<file path="src/sv/srml_pkg.sv">
package srml_pkg;

	localparam int HDR_DISC_BYTES   = 8;
	localparam int HDR_STORED_BYTES = 4;

	localparam logic MODE_BYTE   = 1'b0;
	localparam logic MODE_LOOKUP = 1'b1;

	localparam logic KIND_LOAD   = 1'b0;
	localparam logic KIND_LOOKUP = 1'b1;

	localparam logic FMT_DISC   = 1'b0;
	localparam logic FMT_STORED = 1'b1;

	localparam logic [1:0] LOAD_OK       = 2'd0;
	localparam logic [1:0] LOAD_SHORT    = 2'd1;
	localparam logic [1:0] LOAD_TOO_MANY = 2'd2;
	localparam logic [1:0] LOAD_ORDER    = 2'd3;

	typedef struct packed {
		logic        mode;
		logic [7:0]  map_byte;
		logic        map_last;
		logic [63:0] lookup_sector;
	} item_t;

	typedef struct packed {
		logic       result_kind;
		logic [1:0] load_status;
		logic       encrypted;
	} result_t;

endpackage

</file>
<file path="src/sv/srml_table.sv">
module srml_table
	import srml_pkg::*;
#(
	parameter int DEPTH = 32,
	parameter int AW    = 5
) (
	input  logic          clk,
	input  logic          we,
	input  logic          we_final,
	input  logic [AW-1:0] waddr,
	input  logic [31:0]   wdata,
	input  logic [AW-1:0] raddr,
	output logic [31:0]   rd_first,
	output logic [31:0]   rd_final
);

	logic [31:0] first_mem [DEPTH];
	logic [31:0] final_mem [DEPTH];

	always_ff @(posedge clk) begin
		if (we && !we_final) begin
			first_mem[waddr] <= wdata;
		end
		if (we && we_final) begin
			final_mem[waddr] <= wdata;
		end
	end

	always_ff @(posedge clk) begin
		rd_first <= first_mem[raddr];
		rd_final <= final_mem[raddr];
	end

endmodule

</file>
<file path="src/sv/sector_region_map_lookup_top.sv">
// Plaintext sector range table: loader and lookup.
// item channel (item_valid / item_stall / item) carries one word per item: either
// one byte of a map image (mode 0) or a sector number to look up (mode 1).
// result channel (result_valid / result_stall / result) returns one word for the
// last byte of a map (load status) and one word for every lookup (encrypted flag).
// cfg_we / cfg_wdata set the map format; write it only while the block is idle.
// a format 0 byte that completes a range end is followed by a start/end order check
// through the table read port; the last byte of a map passes through a finish state
// that registers its status word before it is presented.
// a lookup compares the entries in order and stops at the first hit or the last active range:
// the range table has a single registered read port and one comparator pair that
// walks the entries one per cycle.
// the block takes one item at a time and is stalled while it works on it.
// a stalled result word is held in the output register, and no item is taken
// while a held word waits.
// reset clears the active range count, clears the load state and sets format 0.
module sector_region_map_lookup_top
	import srml_pkg::*;
#(
	parameter int MAX_RANGES = 32
) (
	input  logic    clk,
	input  logic    arst_n,
	input  logic    item_valid,
	output logic    item_stall,
	input  item_t   item,
	output logic    result_valid,
	input  logic    result_stall,
	output result_t result,
	input  logic    cfg_we,
	input  logic    cfg_wdata
);

	localparam int BYTE_CAP = HDR_DISC_BYTES + 8 * MAX_RANGES + 4;
	localparam int BW       = $clog2(BYTE_CAP + 1);
	localparam int CW       = $clog2(MAX_RANGES + 1);
	localparam int AW       = (MAX_RANGES > 1) ? $clog2(MAX_RANGES) : 1;

	localparam logic [1:0] ST_IDLE   = 2'd0;
	localparam logic [1:0] ST_CHECK  = 2'd1;
	localparam logic [1:0] ST_FINISH = 2'd2;
	localparam logic [1:0] ST_LOOK   = 2'd3;

	logic [1:0]    state_q;
	logic          fmt_q;
	logic [BW-1:0] bytes_q;
	logic [31:0]   declared_q;
	logic [31:0]   gather_q;
	logic          fault_q;
	logic          last_q;
	logic [CW-1:0] active_q;
	logic [CW-1:0] chk_q;
	logic [63:0]   sector_q;
	logic          result_valid_q;
	result_t       result_q;

	logic          accept;
	logic [BW-1:0] hdr;
	logic          capped;
	logic [31:0]   gather_nx;
	logic [BW-1:0] pos_rel;
	logic [BW-4:0] slot;
	logic          word_end;
	logic          in_table;
	logic          tbl_we;
	logic [AW-1:0] tbl_raddr;
	logic [31:0]   rd_first;
	logic [31:0]   rd_final;
	logic [CW-1:0] chk_nx;
	logic          hit;
	logic          live;
	logic          look_done;
	logic [BW:0]   need;
	logic [1:0]    status;

	assign accept     = item_valid && !item_stall;
	assign item_stall = (state_q != ST_IDLE) || (result_valid_q && result_stall);

	assign hdr       = (fmt_q == FMT_STORED) ? BW'(HDR_STORED_BYTES) : BW'(HDR_DISC_BYTES);
	assign capped    = bytes_q >= BW'(BYTE_CAP);
	assign gather_nx = (fmt_q == FMT_STORED) ? {item.map_byte, gather_q[31:8]}
	                                         : {gather_q[23:0], item.map_byte};
	assign pos_rel   = bytes_q - hdr;
	assign slot      = pos_rel[BW-1:3];
	assign word_end  = (bytes_q[1:0] == 2'b11) && !capped;
	assign in_table  = word_end && (bytes_q != BW'(3)) && (bytes_q >= hdr)
	                   && (32'(slot) < 32'(MAX_RANGES)) && (32'(slot) < declared_q);
	assign tbl_we    = accept && (item.mode == MODE_BYTE) && in_table;

	assign chk_nx = chk_q + CW'(1);

	always_comb begin
		if (state_q == ST_IDLE) begin
			tbl_raddr = (item.mode == MODE_LOOKUP) ? AW'(0) : AW'(slot);
		end else begin
			tbl_raddr = AW'(chk_nx);
		end
	end

	srml_table #(
		.DEPTH (MAX_RANGES),
		.AW    (AW)
	) u_table (
		.clk      (clk),
		.we       (tbl_we),
		.we_final (pos_rel[2]),
		.waddr    (AW'(slot)),
		.wdata    (gather_nx),
		.raddr    (tbl_raddr),
		.rd_first (rd_first),
		.rd_final (rd_final)
	);

	// one comparator pair against the entry read last cycle
	assign hit       = (sector_q >= {32'b0, rd_first}) && (sector_q <= {32'b0, rd_final});
	assign live      = chk_q < active_q;
	assign look_done = (live && hit) || ({1'b0, chk_nx} >= {1'b0, active_q})
	                   || (chk_q == active_q);

	assign need = (BW+1)'(hdr) + (BW+1)'({declared_q[CW-1:0], 3'b000});

	always_comb begin
		priority if (bytes_q < hdr) begin
			status = LOAD_SHORT;
		end else if (declared_q > 32'(MAX_RANGES)) begin
			status = LOAD_TOO_MANY;
		end else if (declared_q == 32'd0) begin
			status = LOAD_OK;
		end else if ((BW+1)'(bytes_q) < need) begin
			status = LOAD_SHORT;
		end else if (fault_q) begin
			status = LOAD_ORDER;
		end else begin
			status = LOAD_OK;
		end
	end

	always_ff @(posedge clk or negedge arst_n) begin
		if (!arst_n) begin
			state_q        <= ST_IDLE;
			fmt_q          <= FMT_DISC;
			bytes_q        <= '0;
			declared_q     <= '0;
			gather_q       <= '0;
			fault_q        <= 1'b0;
			last_q         <= 1'b0;
			active_q       <= '0;
			chk_q          <= '0;
			result_valid_q <= 1'b0;
		end else begin
			if (cfg_we) begin
				fmt_q <= cfg_wdata;
			end
			if (result_valid_q && !result_stall) begin
				result_valid_q <= 1'b0;
			end
			unique case (state_q)
				ST_IDLE: begin
					if (accept && item.mode == MODE_BYTE) begin
						if (bytes_q == '0) begin
							active_q <= '0;
						end
						if (!capped) begin
							bytes_q  <= bytes_q + BW'(1);
							gather_q <= gather_nx;
							if (word_end && bytes_q == BW'(3)) begin
								declared_q <= gather_nx;
							end
						end
						last_q <= item.map_last;
						if (in_table && pos_rel[2] && fmt_q == FMT_DISC) begin
							state_q <= ST_CHECK;
						end else if (item.map_last) begin
							state_q <= ST_FINISH;
						end
					end else if (accept) begin
						chk_q   <= '0;
						state_q <= ST_LOOK;
					end
				end
				ST_CHECK: begin
					if (rd_first > gather_q) begin
						fault_q <= 1'b1;
					end
					state_q <= last_q ? ST_FINISH : ST_IDLE;
				end
				ST_FINISH: begin
					result_valid_q <= 1'b1;
					active_q       <= (status == LOAD_OK && bytes_q >= hdr)
					                  ? declared_q[CW-1:0] : '0;
					bytes_q        <= '0;
					declared_q     <= '0;
					gather_q       <= '0;
					fault_q        <= 1'b0;
					state_q        <= ST_IDLE;
				end
				ST_LOOK: begin
					if (look_done) begin
						result_valid_q <= 1'b1;
						state_q        <= ST_IDLE;
					end else begin
						chk_q <= chk_nx;
					end
				end
				default: begin
					state_q <= ST_IDLE;
				end
			endcase
		end
	end

	always_ff @(posedge clk) begin
		if (state_q == ST_IDLE && accept && item.mode == MODE_LOOKUP) begin
			sector_q <= item.lookup_sector;
		end
		if (state_q == ST_FINISH) begin
			result_q <= '{result_kind: KIND_LOAD, load_status: status, encrypted: 1'b0};
		end else if (state_q == ST_LOOK && look_done) begin
			result_q <= '{result_kind: KIND_LOOKUP, load_status: LOAD_OK,
			              encrypted: !(live && hit)};
		end
	end

	assign result_valid = result_valid_q;
	assign result       = result_q;

endmodule
</file>
<file path="config.mk">
export PLATFORM = sky130hd
export DESIGN_NAME = sector_region_map_lookup_top
export DESIGN_NICKNAME = d
export VERILOG_FILES = /design/src/sv/srml_pkg.sv /design/src/sv/srml_table.sv /design/src/sv/sector_region_map_lookup_top.sv
export SDC_FILE = /design/constraint.sdc
export NUM_CORES = 2
export LEC_CHECK = 0
export BUFFER_PORTS_ARGS = -buffer_cell sky130_fd_sc_hd__buf_4
export CAP_MARGIN = 25
export CORE_UTILIZATION = 45
export DETAILED_ROUTE_END_ITERATION = 16
export GPL_ROUTABILITY_DRIVEN = 0
export PLACE_DENSITY = 0.68
export SYNTH_ARGS = -nofsm -noshare
export SYNTH_HDL_FRONTEND = slang
export SYNTH_SLANG_ARGS = --single-unit
</file>
<file path="constraint.sdc">
create_clock -name clk -period 8.8 [get_ports clk]
set_input_delay 0.88 -clock clk [delete_from_list [all_inputs] [get_ports clk]]
set_output_delay 0.88 -clock clk [all_outputs]
set_load 0.05 [all_outputs]
</file>
==> out/summary.md <==
* library cell used as clock root buffer: sky130_fd_sc_hd__clkbuf_16
* kind of path behind the tightest hold check: in -> reg
* dominant register cell in the synthesized netlist: sky130_fd_sc_hd__edfxtp_1
* average vias per placed instance: 5.94
* shortest period the worst path allows: 5.63 ns
* drt first-iter violations: 9030
* setup violation total in the final timing report: 0
* first-pass GRT wire length: 372000 um
* CTS Buffer Depth: 3
* maximum ir drop on the vdd rail: 330 uV
* pin count of the biggest net entering global routing: 164
* CTS H-tree depth: 4
* Port-buffer cells: 85
* unrepaired setup endpoints after global routing: false
* pwr dens: 320 nW/um^2
* WL/cell: 25.3 um
* number of sinks handled by clock tree synthesis: 2271
* arrival time at the worst endpoint: 6.10 ns
* post-synthesis to final-layout area growth: 12.4%
* Vert. Die Dim: 455 um
* most common library cell in the layout ignoring fill and taps: sky130_fd_sc_hd__nand2_1
* fraction of the yosys area taken by sequential cells: 72.7%
* LEAKAGE: 36.6 nW
* outcome: complete, no violations
* summed instance area of the synthesized netlist: 92200 sq um
* type of the setup path with the least slack: reg -> reg
* row count: 165
* warning count from the yosys run: 0
* fraction of the cycle the final worst path needs: 63.9%
* transition time of the tightest slew-check pin: 1.14 ns
* DP HPWL: 141000 um
* cts bufs inserted: 214
* DRT antenna net count: 0
* Sum Neg Setup Slack: 0 ns
* CTS tree: done
* share of async-settable or async-resettable flops after synthesis: 4.01%
* antenna violations before repair: 7
* total grt overflow: 0
* Final Hold Viols: 0
* Post-CTS Repair Setup Buffers: 0
* number of standard cells after synthesis: 7279
* max-cap viol count: 0
* proportion of layout cells with a drive suffix above 1: 9.12%
* register clock-pin slew on the reported worst setup and hold paths: 0.07 ns
* Worst Setup End Kind: register
* Post-Synthesis Net Count: 7486
* Post-synth EDFFs: 2114
* Final Skew: 0.0309 ns
* crit start category: register
* total length of routed wires: 256000 um
* peak clock frequency supported by timing: 178 MHz
* via count of the routed design: 60200
* drc violations: 0
* vias in the first global route: 56800
* full die area: 207000 sq um
* crit-path max FO: 32
* first-pass iteration count of the detailed router: 6
* Data required, critical path: 9.28 ns
* clock latency reported for the late side of the worst-skew pair: 0.88 ns
* commonest cells after routing, fill and taps aside: 2143 x sky130_fd_sc_hd__nand2_1, 2114 x sky130_fd_sc_hd__edfxtp_1, 1100 x sky130_fd_sc_hd__nand3_1
* Chip Width: 455 um
* worst rel slew slack: 24.2%
* average size of a mapped cell: 12.7 sq um
* final max-slew violation count: 0
* setup slack of the most critical reg-to-reg path: 3.17 ns
* global-route usage over all layers: 24.4%
* synthesis-stage register bit count: 2271
* Core ar.: 203000 sq um
* hold slack final: 0.177 ns
* net count of the finished layout: 7476
* number of distinct library cells after synthesis: 67
* Initial Utilization: 45.4%
* I/O pin cnt: 86
-- area by class of cell --
type	instances	area (sq um)
Antenna cell	3	7.51
Clock buffer	279	5690
Clock inverter	117	1110
Fill cell	16700	99300
Inverter	131	492
Multi-Input combinational cell	4402	23400
Sequential cell	2271	67100
Tap cell	2672	3340
Timing Repair Buffer	249	2510
-- logic make-up after synthesis --
logic type	Yosys count	share of synthesized area (%)
and+or+nand+nor	3583	16.8
DFF	2271	72.7
AOI/OAI and AO/OA	630	5.21
buffers and inverters	606	2.75
adders and majority gates	127	1.73
muxes	43	0.517
xor gates and xnor gates	19	0.209
-- metrics by stage --
step / cells / util [%] / power, mW / instance area (sq um) / worst slack, ns
2_1_floorplan: 7279 / - / 20.0 / 92200 / 1.73
3_3_place_gp: 9693 / 47.4 / 23.8 / 96100 / 2.64
3_5_place_dp: 9700 / 47.4 / 24.1 / 96300 / 2.62
4_1_cts: 10100 / 50.8 / 33.0 / 103000 / 2.59
5_1_grt: 10100 / 51.0 / 34.4 / 104000 / 2.93
6_report: 10100 / 51.1 / 33.2 / 104000 / 3.17
-- critical path, cell delays in order, from the launching register on --
cell	delay, ns
sky130_fd_sc_hd__dfrtp_4	0.51
sky130_fd_sc_hd__ha_1	0.36
sky130_fd_sc_hd__a21o_1	0.22
sky130_fd_sc_hd__nor2_1	0.18
sky130_fd_sc_hd__xnor2_2	0.09
sky130_fd_sc_hd__inv_1	0.72
sky130_fd_sc_hd__ha_1	0.38
sky130_fd_sc_hd__o21a_1	0.10
sky130_fd_sc_hd__o21a_1	0.17
sky130_fd_sc_hd__o21ai_0	0.14
sky130_fd_sc_hd__a21o_1	0.16
sky130_fd_sc_hd__nand3_1	0.21
sky130_fd_sc_hd__buf_4	0.32
sky130_fd_sc_hd__or3_1	0.70
sky130_fd_sc_hd__nor2_4	0.94
-- synth_stat cells, types with 3 or more instances --
master | instances | area (sq um)
sky130_fd_sc_hd__nand2_1 | 2143 | 8040
sky130_fd_sc_hd__edfxtp_1 | 2114 | 63500
sky130_fd_sc_hd__nand3_1 | 1100 | 5510
sky130_fd_sc_hd__a311oi_1 | 305 | 2670
sky130_fd_sc_hd__clkbuf_1 | 247 | 927
sky130_fd_sc_hd__buf_2 | 163 | 816
sky130_fd_sc_hd__inv_1 | 129 | 484
sky130_fd_sc_hd__ha_1 | 126 | 1580
sky130_fd_sc_hd__and3_1 | 124 | 776
sky130_fd_sc_hd__dfrtp_1 | 91 | 2280
sky130_fd_sc_hd__o21ai_0 | 85 | 425
sky130_fd_sc_hd__a21o_1 | 76 | 571
sky130_fd_sc_hd__nor2_1 | 69 | 259
sky130_fd_sc_hd__dfxtp_1 | 66 | 1320
sky130_fd_sc_hd__a31oi_1 | 63 | 394
sky130_fd_sc_hd__nor4_1 | 52 | 325
sky130_fd_sc_hd__buf_1 | 49 | 184
sky130_fd_sc_hd__a21oi_1 | 44 | 220
sky130_fd_sc_hd__and2_1 | 33 | 206
sky130_fd_sc_hd__mux2_2 | 28 | 315
sky130_fd_sc_hd__nand4_1 | 27 | 169
sky130_fd_sc_hd__buf_4 | 16 | 120
sky130_fd_sc_hd__xnor2_1 | 11 | 96.3
sky130_fd_sc_hd__o21a_1 | 10 | 75.1
sky130_fd_sc_hd__mux2_1 | 9 | 101
sky130_fd_sc_hd__nand2b_1 | 8 | 50.1
sky130_fd_sc_hd__a22o_1 | 6 | 52.6
sky130_fd_sc_hd__a31o_1 | 6 | 52.6
sky130_fd_sc_hd__mux2i_1 | 6 | 60.1
sky130_fd_sc_hd__nor2b_1 | 6 | 37.5
sky130_fd_sc_hd__or3_1 | 6 | 37.5
sky130_fd_sc_hd__xor2_1 | 6 | 52.6
sky130_fd_sc_hd__a211oi_1 | 5 | 37.5
sky130_fd_sc_hd__nor3_1 | 4 | 20.0
sky130_fd_sc_hd__a2111oi_0 | 3 | 26.3
-- report_power, final --
group,internal [mW],switching (mW),total (mW)
Sequential,13.1,0.411,13.5
Combinational,2.78,7.82,10.6
Clock,5.05,3.99,9.04
Total,21.0,12.2,33.2
-- worst paths after layout --
path | startpoint | endpoint | cells after the start
max in group asynchronous | arst_n | fmt_q | 3
min in group asynchronous | arst_n | declared_q[11] | 2
hold reg to reg | result[3] | result[3] | 1
setup / recovery | fmt_q | u_table.first_mem[0][24] | 14
setup reg to reg | fmt_q | u_table.first_mem[0][24] | 14
hold / removal | item[61] | sector_q[61] | 1
-- timing repair --
action	CTS	global route
setup endpoints to repair	0	0
endpoints found under the hold margin	11	0
hold buffers	1	0
gates resized for setup	0	0
-- registers in the layout, summed over array words and instances (netlist names), 2 cells and up --
name,count
gather_q,32
u_table.rd_final,32
sector_q,64
active_q,6
u_table.rd_first,32
state_q,2
chk_q,6
declared_q,32
result,4
u_table.final_mem,1024
u_table.first_mem,1024
bytes_q,9
-- layer usage --
metal | share of wire, % | up-vias | track usage, %
li1 | - | 26600 | -
met1 | 40 | 29900 | 34.5
met2 | 46 | 3243 | 37.1
met3 | 11 | 416 | 4.73
met4 | 3.5 | 6 | 9.45
met5 | 0.012 | - | 0
Note: power is estimated with default switching activity, not from simulation.
